==> src/frustum_sphere_culler_macros.svh <==
// Assertion macros used by the frustum sphere culler controller.
// Included by files that check their own control behavior; no other dependencies.
`ifndef FRUSTUM_SPHERE_CULLER_MACROS_SVH
`define FRUSTUM_SPHERE_CULLER_MACROS_SVH

// Consequent must hold in the same cycle as the antecedent.
`define FSC_ASSERT_SAME(label, clk, rst_n, ante, cons) \
  label: assert property (@(posedge clk) disable iff (!rst_n) (ante) |-> (cons)) \
    else $error("frustum sphere culler check failed");

// Consequent must hold in the cycle after the antecedent.
`define FSC_ASSERT_NEXT(label, clk, rst_n, ante, cons) \
  label: assert property (@(posedge clk) disable iff (!rst_n) (ante) |=> (cons)) \
    else $error("frustum sphere culler check failed");

`endif

==> src/fsc_pkg.sv <==
// Shared types, constants and arithmetic helpers of the frustum sphere culler.
// No dependencies; used by the controller, the datapath and the top level.
`timescale 1ns / 1ps
`default_nettype none

package fsc_pkg;

  localparam int unsigned NumPlanes  = 6;
  localparam int unsigned NumComps   = 4;
  localparam int unsigned DataW      = 32;
  localparam int unsigned IndexW     = 16;
  localparam int unsigned LimitW     = 17;
  localparam int unsigned RadiusW    = 31;
  localparam int unsigned SlotW      = 4;
  localparam int unsigned MaxObjects = 65536;
  localparam int unsigned SqrtSteps  = 32;
  localparam int unsigned DivSteps   = 33;

  // Squared normal length below which a plane is left unnormalized.
  localparam logic signed [65:0] LenSqMin = 66'sd43;

  typedef enum logic [0:0] {
    ACT_LOAD = 1'b0,
    ACT_TEST = 1'b1
  } action_e;

  typedef enum logic [0:0] {
    CFG_CULL_ENABLE  = 1'b0,
    CFG_OBJECT_LIMIT = 1'b1
  } cfg_index_e;

  typedef enum logic [1:0] {
    MUL_SPHERE = 2'd0,
    MUL_SQUARE = 2'd1,
    MUL_SCALE  = 2'd2
  } mul_sel_e;

  typedef enum logic [3:0] {
    S_IDLE,
    S_T_MUL,
    S_T_CMP,
    S_EMIT,
    S_D_RAW,
    S_D_SQ,
    S_D_CHK,
    S_D_SQRT,
    S_D_DIVI,
    S_D_DIV,
    S_D_SC,
    S_D_WR
  } state_e;

  // Commands from the controller to the datapath.
  typedef struct packed {
    logic       accept;
    logic       mul_en;
    mul_sel_e   mul_sel;
    logic [2:0] plane;
    logic [1:0] comp;
    logic [1:0] wr_comp;
    logic       acc_load;
    logic       acc_add;
    logic       raw_load;
    logic       sqrt_init;
    logic       sqrt_step;
    logic       div_init;
    logic       div_step;
    logic       scale_wr;
    logic       plane_wr;
    logic       out_load;
  } cmd_t;

  // Status from the datapath to the controller.
  typedef struct packed {
    logic is_load;
    logic slot_last;
    logic cull_en;
    logic over_limit;
    logic len_ok;
    logic culled;
    logic out_free;
  } status_t;

  // Saturate a 33-bit signed sum to signed 32 bits.
  function automatic logic [31:0] sat32(input logic [32:0] v);
    logic [31:0] r;
    if (v[32] != v[31]) begin
      r = v[32] ? 32'h8000_0000 : 32'h7FFF_FFFF;
    end else begin
      r = v[31:0];
    end
    return r;
  endfunction

  // Round a magnitude product by 2^16 half away from zero, apply sign, saturate.
  function automatic logic [31:0] scale_round(input logic [63:0] prod, input logic neg);
    logic [63:0] sum;
    logic [47:0] q;
    logic [31:0] r;
    sum = prod + 64'd32768;
    q   = sum[63:16];
    if (neg) begin
      r = (q > 48'h0000_8000_0000) ? 32'h8000_0000 : (~q[31:0] + 32'd1);
    end else begin
      r = (q > 48'h0000_7FFF_FFFF) ? 32'h7FFF_FFFF : q[31:0];
    end
    return r;
  endfunction

endpackage

`default_nettype wire

==> src/fsc_ctrl.sv <==
// Controller of the frustum sphere culler: sequences plane derivation and sphere tests.
// Uses fsc_pkg and the assertion macros in frustum_sphere_culler_macros.svh.
`timescale 1ns / 1ps
`default_nettype none
`include "frustum_sphere_culler_macros.svh"

module fsc_ctrl (
  input  wire                     clk_i,
  input  wire                     rst_ni,
  input  wire                     in_valid_i,
  output logic                    in_ready_o,
  input  wire fsc_pkg::status_t   sts_i,
  output fsc_pkg::cmd_t           cmd_o
);

  fsc_pkg::state_e state_q, state_d;
  logic [2:0] plane_q, plane_d;
  logic [5:0] cnt_q, cnt_d;
  logic       accept;

  assign in_ready_o = (state_q == fsc_pkg::S_IDLE);
  assign accept     = in_valid_i && in_ready_o;

  always_ff @(posedge clk_i or negedge rst_ni) begin
    if (!rst_ni) begin
      state_q <= fsc_pkg::S_IDLE;
      plane_q <= '0;
      cnt_q   <= '0;
    end else begin
      state_q <= state_d;
      plane_q <= plane_d;
      cnt_q   <= cnt_d;
    end
  end

  // Next state and counters.
  always_comb begin
    state_d = state_q;
    plane_d = plane_q;
    cnt_d   = cnt_q + 6'd1;
    case (state_q)
      fsc_pkg::S_IDLE: begin
        plane_d = '0;
        cnt_d   = '0;
        if (accept) begin
          if (sts_i.is_load) begin
            if (sts_i.slot_last) state_d = fsc_pkg::S_D_RAW;
          end else if (!sts_i.cull_en) begin
            state_d = fsc_pkg::S_EMIT;
          end else if (!sts_i.over_limit) begin
            state_d = fsc_pkg::S_T_MUL;
          end
        end
      end
      fsc_pkg::S_T_MUL: begin
        if (cnt_q == 6'd3) state_d = fsc_pkg::S_T_CMP;
      end
      fsc_pkg::S_T_CMP: begin
        cnt_d = '0;
        if (sts_i.culled) begin
          state_d = fsc_pkg::S_IDLE;
        end else if (plane_q == 3'(fsc_pkg::NumPlanes - 1)) begin
          state_d = fsc_pkg::S_EMIT;
        end else begin
          plane_d = plane_q + 3'd1;
          state_d = fsc_pkg::S_T_MUL;
        end
      end
      fsc_pkg::S_EMIT: begin
        if (sts_i.out_free) state_d = fsc_pkg::S_IDLE;
      end
      fsc_pkg::S_D_RAW: begin
        cnt_d   = '0;
        state_d = fsc_pkg::S_D_SQ;
      end
      fsc_pkg::S_D_SQ: begin
        if (cnt_q == 6'd3) state_d = fsc_pkg::S_D_CHK;
      end
      fsc_pkg::S_D_CHK: begin
        cnt_d   = '0;
        state_d = sts_i.len_ok ? fsc_pkg::S_D_SQRT : fsc_pkg::S_D_WR;
      end
      fsc_pkg::S_D_SQRT: begin
        if (cnt_q == 6'(fsc_pkg::SqrtSteps - 1)) state_d = fsc_pkg::S_D_DIVI;
      end
      fsc_pkg::S_D_DIVI: begin
        cnt_d   = '0;
        state_d = fsc_pkg::S_D_DIV;
      end
      fsc_pkg::S_D_DIV: begin
        if (cnt_q == 6'(fsc_pkg::DivSteps - 1)) begin
          cnt_d   = '0;
          state_d = fsc_pkg::S_D_SC;
        end
      end
      fsc_pkg::S_D_SC: begin
        if (cnt_q == 6'd4) state_d = fsc_pkg::S_D_WR;
      end
      fsc_pkg::S_D_WR: begin
        cnt_d = '0;
        if (plane_q == 3'(fsc_pkg::NumPlanes - 1)) begin
          state_d = fsc_pkg::S_IDLE;
        end else begin
          plane_d = plane_q + 3'd1;
          state_d = fsc_pkg::S_D_RAW;
        end
      end
      default: state_d = fsc_pkg::S_IDLE;
    endcase
  end

  // Datapath commands.
  always_comb begin
    cmd_o         = '0;
    cmd_o.plane   = plane_q;
    cmd_o.comp    = cnt_q[1:0];
    cmd_o.wr_comp = cnt_q[1:0] - 2'd1;
    cmd_o.mul_sel = fsc_pkg::MUL_SPHERE;
    case (state_q)
      fsc_pkg::S_IDLE: cmd_o.accept = accept;
      fsc_pkg::S_T_MUL: begin
        cmd_o.mul_en   = (cnt_q < 6'd3);
        cmd_o.acc_load = (cnt_q == 6'd1);
        cmd_o.acc_add  = (cnt_q >= 6'd2);
      end
      fsc_pkg::S_EMIT: cmd_o.out_load = sts_i.out_free;
      fsc_pkg::S_D_RAW: cmd_o.raw_load = 1'b1;
      fsc_pkg::S_D_SQ: begin
        cmd_o.mul_sel  = fsc_pkg::MUL_SQUARE;
        cmd_o.mul_en   = (cnt_q < 6'd3);
        cmd_o.acc_load = (cnt_q == 6'd1);
        cmd_o.acc_add  = (cnt_q >= 6'd2);
      end
      fsc_pkg::S_D_CHK: cmd_o.sqrt_init = sts_i.len_ok;
      fsc_pkg::S_D_SQRT: cmd_o.sqrt_step = 1'b1;
      fsc_pkg::S_D_DIVI: cmd_o.div_init = 1'b1;
      fsc_pkg::S_D_DIV: cmd_o.div_step = 1'b1;
      fsc_pkg::S_D_SC: begin
        cmd_o.mul_sel  = fsc_pkg::MUL_SCALE;
        cmd_o.mul_en   = (cnt_q < 6'd4);
        cmd_o.scale_wr = (cnt_q >= 6'd1);
      end
      fsc_pkg::S_D_WR: cmd_o.plane_wr = 1'b1;
      default: ;
    endcase
  end

  // A load that does not complete the matrix leaves the block ready.
  `FSC_ASSERT_NEXT(a_load_returns, clk_i, rst_ni, accept && sts_i.is_load && !sts_i.slot_last, in_ready_o)
  // Completing the matrix starts plane derivation and blocks input.
  `FSC_ASSERT_NEXT(a_derive_blocks, clk_i, rst_ni, accept && sts_i.is_load && sts_i.slot_last, !in_ready_o)
  // With culling off a sphere goes straight to the output stage.
  `FSC_ASSERT_NEXT(a_cull_off_emits, clk_i, rst_ni, accept && !sts_i.is_load && !sts_i.cull_en, state_q == fsc_pkg::S_EMIT)
  // The plane counter never passes the last plane.
  `FSC_ASSERT_SAME(a_plane_range, clk_i, rst_ni, 1'b1, plane_q < 3'(fsc_pkg::NumPlanes))

endmodule

`default_nettype wire

==> config.mk <==
export PLATFORM = sky130hd
export DESIGN_NAME = fsc_ctrl
export DESIGN_NICKNAME = d
export VERILOG_FILES = /design/src/fsc_pkg.sv /design/src/fsc_ctrl.sv
export VERILOG_INCLUDE_DIRS = /design/src /design/src/src
export SDC_FILE = /design/constraint.sdc
export NUM_CORES = 1
export LEC_CHECK = 0
export ABC_AREA = 1
export BUFFER_PORTS_ARGS = -buffer_cell sky130_fd_sc_hd__buf_2
export CAP_MARGIN = 5
export CORE_ASPECT_RATIO = 0.75
export CORE_MARGIN = 3
export CORE_UTILIZATION = 52
export CTS_CLUSTER_DIAMETER = 40
export DETAILED_ROUTE_END_ITERATION = 6
export PLACE_DENSITY = 0.79
export REMOVE_ABC_BUFFERS = 1
export SLEW_MARGIN = 20
export SYNTH_ARGS = -nofsm -noshare
export SYNTH_HDL_FRONTEND = slang
export SYNTH_SLANG_ARGS = --single-unit
==> constraint.sdc <==
create_clock -name clk_i -period 1.7 [get_ports clk_i]
set_clock_uncertainty 0.05 [all_clocks]
set_input_delay 0.085 -clock clk_i [delete_from_list [all_inputs] [get_ports clk_i]]
set_output_delay 0.085 -clock clk_i [all_outputs]
set_load 0.02 [all_outputs]
Word-level counts from Yosys, hierarchy flattened. Cells that the tools add are included.

Muxes and demuxes: 33. Add/sub/neg operators: 3. Reductions and logical operators: 7. Equal/unequal tests: 27. Order comparisons: 4.

Operators with widths (count): 2-to-1 mux 4 bit (12); case mux 4 bit (12 select lines) (1); equality test 4 x 3 -> 1 bit (second input constant) (4); equality test 4 bit (second input constant) (4); inequality test 2 bit (second input constant) (7); case mux 6 bit (2 select lines) (1); 2-to-1 mux 1 bit (9); 2-to-1 mux 3 bit (3); case mux 3 bit (3 select lines) (1); AND reduction 9 bit (1); equality test 4 x 2 -> 1 bit (second input constant) (2); adder 6 x 1 -> 6 bit (second input constant) (1); equality test 6 x 1 -> 1 bit (second input constant) (1); equality test 6 x 2 -> 1 bit (second input constant) (1); equality test 6 x 3 -> 1 bit (second input constant) (1); equality test 6 x 5 -> 1 bit (second input constant) (1); equality test 6 bit (second input constant) (1); >= comparator 6 x 1 -> 1 bit (second input constant) (1); >= comparator 6 x 2 -> 1 bit (second input constant) (1); less-than comparator 6 x 2 -> 1 bit (second input constant) (1); less-than comparator 6 x 3 -> 1 bit (second input constant) (1); 2-to-1 mux 2 bit (3); 2-to-1 mux 6 bit (1); OR reduction 6 bit (1); 14 further kinds (14).

Flip-flop bits (word level): 13. Output and inout bits: 22. Bits of input ports: 10.

Depth between registers and ports, before layout.
Word-level depth: 5. Depth in mapped cells: 10. Depth with buffers taken out: 10.

Worst setup path before layout. Ideal clock, no wire load.

Path kind: register -> register. From: register cnt_q[0]. To: register state_q[0]. Buffers on the path: 0. Stages on the path, launching flop included: 9. Setup time: 0.117 ns. Slack: 0.104 ns. Arrival time: 1.429 ns. Required time: 1.533 ns. Cells stage by stage: dfrtp_1 -> inv_1 -> ha_1 -> nand3_1 -> o21ai_2 -> nor2b_1 -> nand3_2 -> nand2_1 -> nand2_1.

Cells in the longest elaborated chain, start to end: 3.

Ends and longest elaborated chain: from (decl) (RTL line fsc_ctrl.sv:18) `logic [5:0] cnt_q, cnt_d;`; from (signal assigned) (RTL line fsc_ctrl.sv:32) `cnt_q <= cnt_d;`; equality test 6 x 3 -> 1 bit, or another cell as far along (RTL line fsc_ctrl.sv:97) `if (cnt_q == 6'd4) state_d = fsc_pkg::S_D_WR;`; inequality test 2 bit (no line); AND reduction 9 bit (no line) (*); to (signal assigned) (RTL line fsc_ctrl.sv:26) `state_q <= fsc_pkg::S_IDLE;`; to (signal assigned) (RTL line fsc_ctrl.sv:30) `state_q <= state_d;`; to (decl) (RTL line fsc_ctrl.sv:16) `fsc_pkg::state_e state_q, state_d;`.

Mark *: on every way between the ends. The rest lies on a longest branch, timed or not. A chain may end at the register's enable or synchronous reset.

==> summary.md <==
| Metric | Value |
|---|---|
| Total grt overflow | `0` |
| First-pass GRT wire length | `~5000 µm` |
| Critical Path Start Type | `flip-flop` |
| Via density | `around 5.3` |
| Clk slew on worst S/H paths | `approximately 70 ps` |
| Register bit total from synthesis | `13` |
| Post-Synth Simple-Gate Area | `approximately 44%` |
| Crit path arrival time | `about 1500 ps` |
| Commonest non-fill, non-tap cell in the layout | `nand2_1` |
| Place WS | `87.4 ps` |
| Number of placement rows | `14` |
| Switching Fraction | `~56%` |
| Slew headroom | `roughly three quarters` |
| Dominant cell type by area after synthesis | `dfrtp_1` |
| Initial antenna violation count | `0` |
| Mapped Cells | `between 150 and 200` |
| Sequence of cells on the critical path | `buf_4 -> ha_1 -> inv_1 -> nand2_2 -> a21oi_2 -> buf_4` |
| CP bufs+invs | `3` |
| Initial drt markers | `62` |
| Final ANT Viol Nets | `0` |
| Number of global-route vias before repair | `1071` |
| Synth Area in Adders | `under 10%` |
| Share of the synthesized area in the top cell type | `between 20% and 30%` |
| Power Dens Cells | `between 1000 and 1500 nW/µm²` |
| Area growth, synth to finish | `21.9%` |
| Number of CTS-inserted buffers | `3` |
| Met3 WL post-DR | `approximately 300 µm` |
| Pin count of the biggest net entering global routing | `14` |
| CP max stage cell | `dfrtp_1` |
| Clk Latency, worst-skew pair | `between 200 and 300 ps` |
| Seq pwr share | `between 20% and 30%` |
| Highest metal used | `met4` |
| CTS tree | `yes` |
| Peak VDD IR | `~800 µV` |
| Switch Pwr | `about 1.2 mW` |
| Mux cell area share after synthesis | `0%` |
| Setup total negative slack | `0 ps` |
| Cell Area, Synth | `around 1200 µm²` |
| Max-cap viol count | `0` |
| Clock root buffer | `clkbuf_4` |
| Main combinational cell family by area after synthesis | `simple AND/OR/NAND/NOR gates` |
| GR Util All Layers | `24.1%` |
| Internal power | `approximately 0.96 mW` |
| RePlAce Congestion | `between 0.8 and 0.9` |
| Outcome | `completed` |
| Die boundary height | `47.6 µm` |
| Final hold violations | `0` |
| Hold Slack | `130 ps` |
| First-pass detailed-route iteration total | `4` |
| Share of cells above drive strength 1 | `35.5%` |
| WL per Instance | `14.0 µm` |
| Port Buf Inserts | `31` |
| Nets | `232` |
| Crit path top cell by count | `buf_4` |
| WL met2 | `roughly 1500 µm` |
| Endpoint kind of the worst setup timing path | `output port` |
| Clk pwr share | `under 10%` |
| Slew Limit Fails | `0` |
| Maximum clock path buffer count | `2` |
| Worst path required time | `~1600 ps` |
| Total Power | `2.16 mW` |
| Mean Syn Cell Area | `between 6 and 7 µm²` |
| Commonest cells after routing, fill and taps aside | `nand2_1, buf_2, inv_1` |
| Die area | `around 2900 µm²` |
| Drt total wl | `approximately 3300 µm` |
| Vias | `around 1300` |
| Worst path max stage delay | `420 ps` |
| Worst Setup Path Type | `flip-flop to output port` |
| Post-synthesis xor/xnor area fraction | `2.19%` |
| Final cell count without fillers | `approximately 240` |
| RSZ-0062 raised after global routing | `yes` |
| Finish-stage setup viols | `0` |
| Class of the worst hold path | `input pin to flip-flop` |
| Max FO, Critical Path | `4` |
| Final WS setup | `40.8 ps` |
| I/O pins | `32` |
| CORE AREA | `2100 µm²` |
| Synth top area cells | `dfrtp_1, nand2_1, inv_1` |
| Compound-Gate Fraction of Synth Area | `approximately 7.8%` |
| Min cycle time layout | `between 1500 and 2000 ps` |
| Metal-1 WL | `1540 µm` |
| Sequential share of the synthesized area | `27.1%` |
| DRC Markers | `0` |
| Initial Utilization | `57.1%` |
| Gate power share | `about 68%` |
| Leak pwr | `~0.84 nW` |
| Max Clock Freq | `around 600 MHz` |
| Worst-Margin Slew | `around 340 ps` |
| Critical path's top delay family | `flip-flops` |
| DP HPWL | `2670 µm` |
| Placed cell count | `between 200 and 250` |
| Final worst-path cycle share | `between 90% and 100%` |
| CTS HTree Levels | `1` |
| Clk sinks | `13` |
| N_diodes | `0` |
| Distinct cell type count after synthesis | `29` |
| Die width | `between 60 and 70 µm` |
| Ys Warns | `0` |
per-layer routing:
layer	vias up	track usage (%)
li1	637	-
met1	569	36.8
met2	60	33.2
met3	4	5.12
met4	0	8.47
met5	-	0
Yosys cell counts, drive strengths merged:
master and count:
o22ai 1, dfrtp 13, a21oi 4, inv 32, buf 2, nor4 2
o21ai 5, a41oi 1, nand4 4, clkinv 1, o31ai 2, o211ai 2
nor3 3, nand2 52, nor2 30, ha 7, nand3 13, nor2b 1
xor2 3
flip-flops by register name, summed over array words and instances (netlist names):
| signal | flops |
|---|---|
| cnt_q | 6 |
| plane_q | 3 |
| state_q | 4 |
layout make-up:
class	instances	area, µm²
multi-input combinational	130	768
fill	181	638
sequential	13	330
timing repair buffer	34	185
inverter	33	124
tap	24	30.0
clock buffer	4	26.3
worst reg2reg max path: stages (launching register included):
cell,delay [ps]
dfrtp_1,420
inv_1,140
ha_1,210
nand3_1,110
o21ai_2,160
nand2_1,140
nor2_4,140
nand3_1,100
nand2_1,90
kinds of logic (layout without fill, tap and decap cells):
| kind of cell | Yosys count | after routing |
|---|---|---|
| simple gates | 105 | 105 |
| buf+inv | 35 | 71 |
| compound gates | 15 | 15 |
| flops | 13 | 13 |
| fa+ha+maj | 7 | 7 |
| xor+xnor | 3 | 3 |
timing repair:
action / CTS / global route
hold buffers: 1 / 0
endpoints found under the hold margin: 13 / 0
setup endpoints to repair: 2 / 10
gates resized for setup: 1 / 15
setup buffers: 1 / 0
pin swaps: 0 / 2
power by group through the flow:
stage / Combinational (mW) / Clock (mW) / Sequential (mW)
6_report: 1.47 / 0.180 / 0.515
5_1_grt: 1.61 / 0.208 / 0.527
4_1_cts: 1.39 / 0.189 / 0.497
3_5_place_dp: 1.37 / 0 / 0.507
3_3_place_gp: 1.35 / 0 / 0.501
2_1_floorplan: 0.978 / 0 / 0.517
final timing paths:
kind | endpoint | from | slack (ps) | depth (start not counted)
worst max register to register | state_q[0] | cnt_q[0] | 80 | 8
worst min register to register | state_q[2] | state_q[2] | 520 | 2
worst min-delay path | state_q[3] | sts_i[2] | 130 | 4
max in group asynchronous | state_q[0] | rst_ni | 1200 | 2
min in group asynchronous | cnt_q[0] | rst_ni | 160 | 2
worst max-delay path | cmd_o[19] | cnt_q[0] | 40 | 6
stage by stage:
stage | util, % | cell area (µm²)
final | 69.6 | 1460
after global routing | 69.6 | 1460
after CTS | 67.7 | 1420
after detailed placement | 65.6 | 1380
after global placement | 65.6 | 1380
after floorplan | - | 1190
No activity file was read; power rests on OpenSTA's default activity.
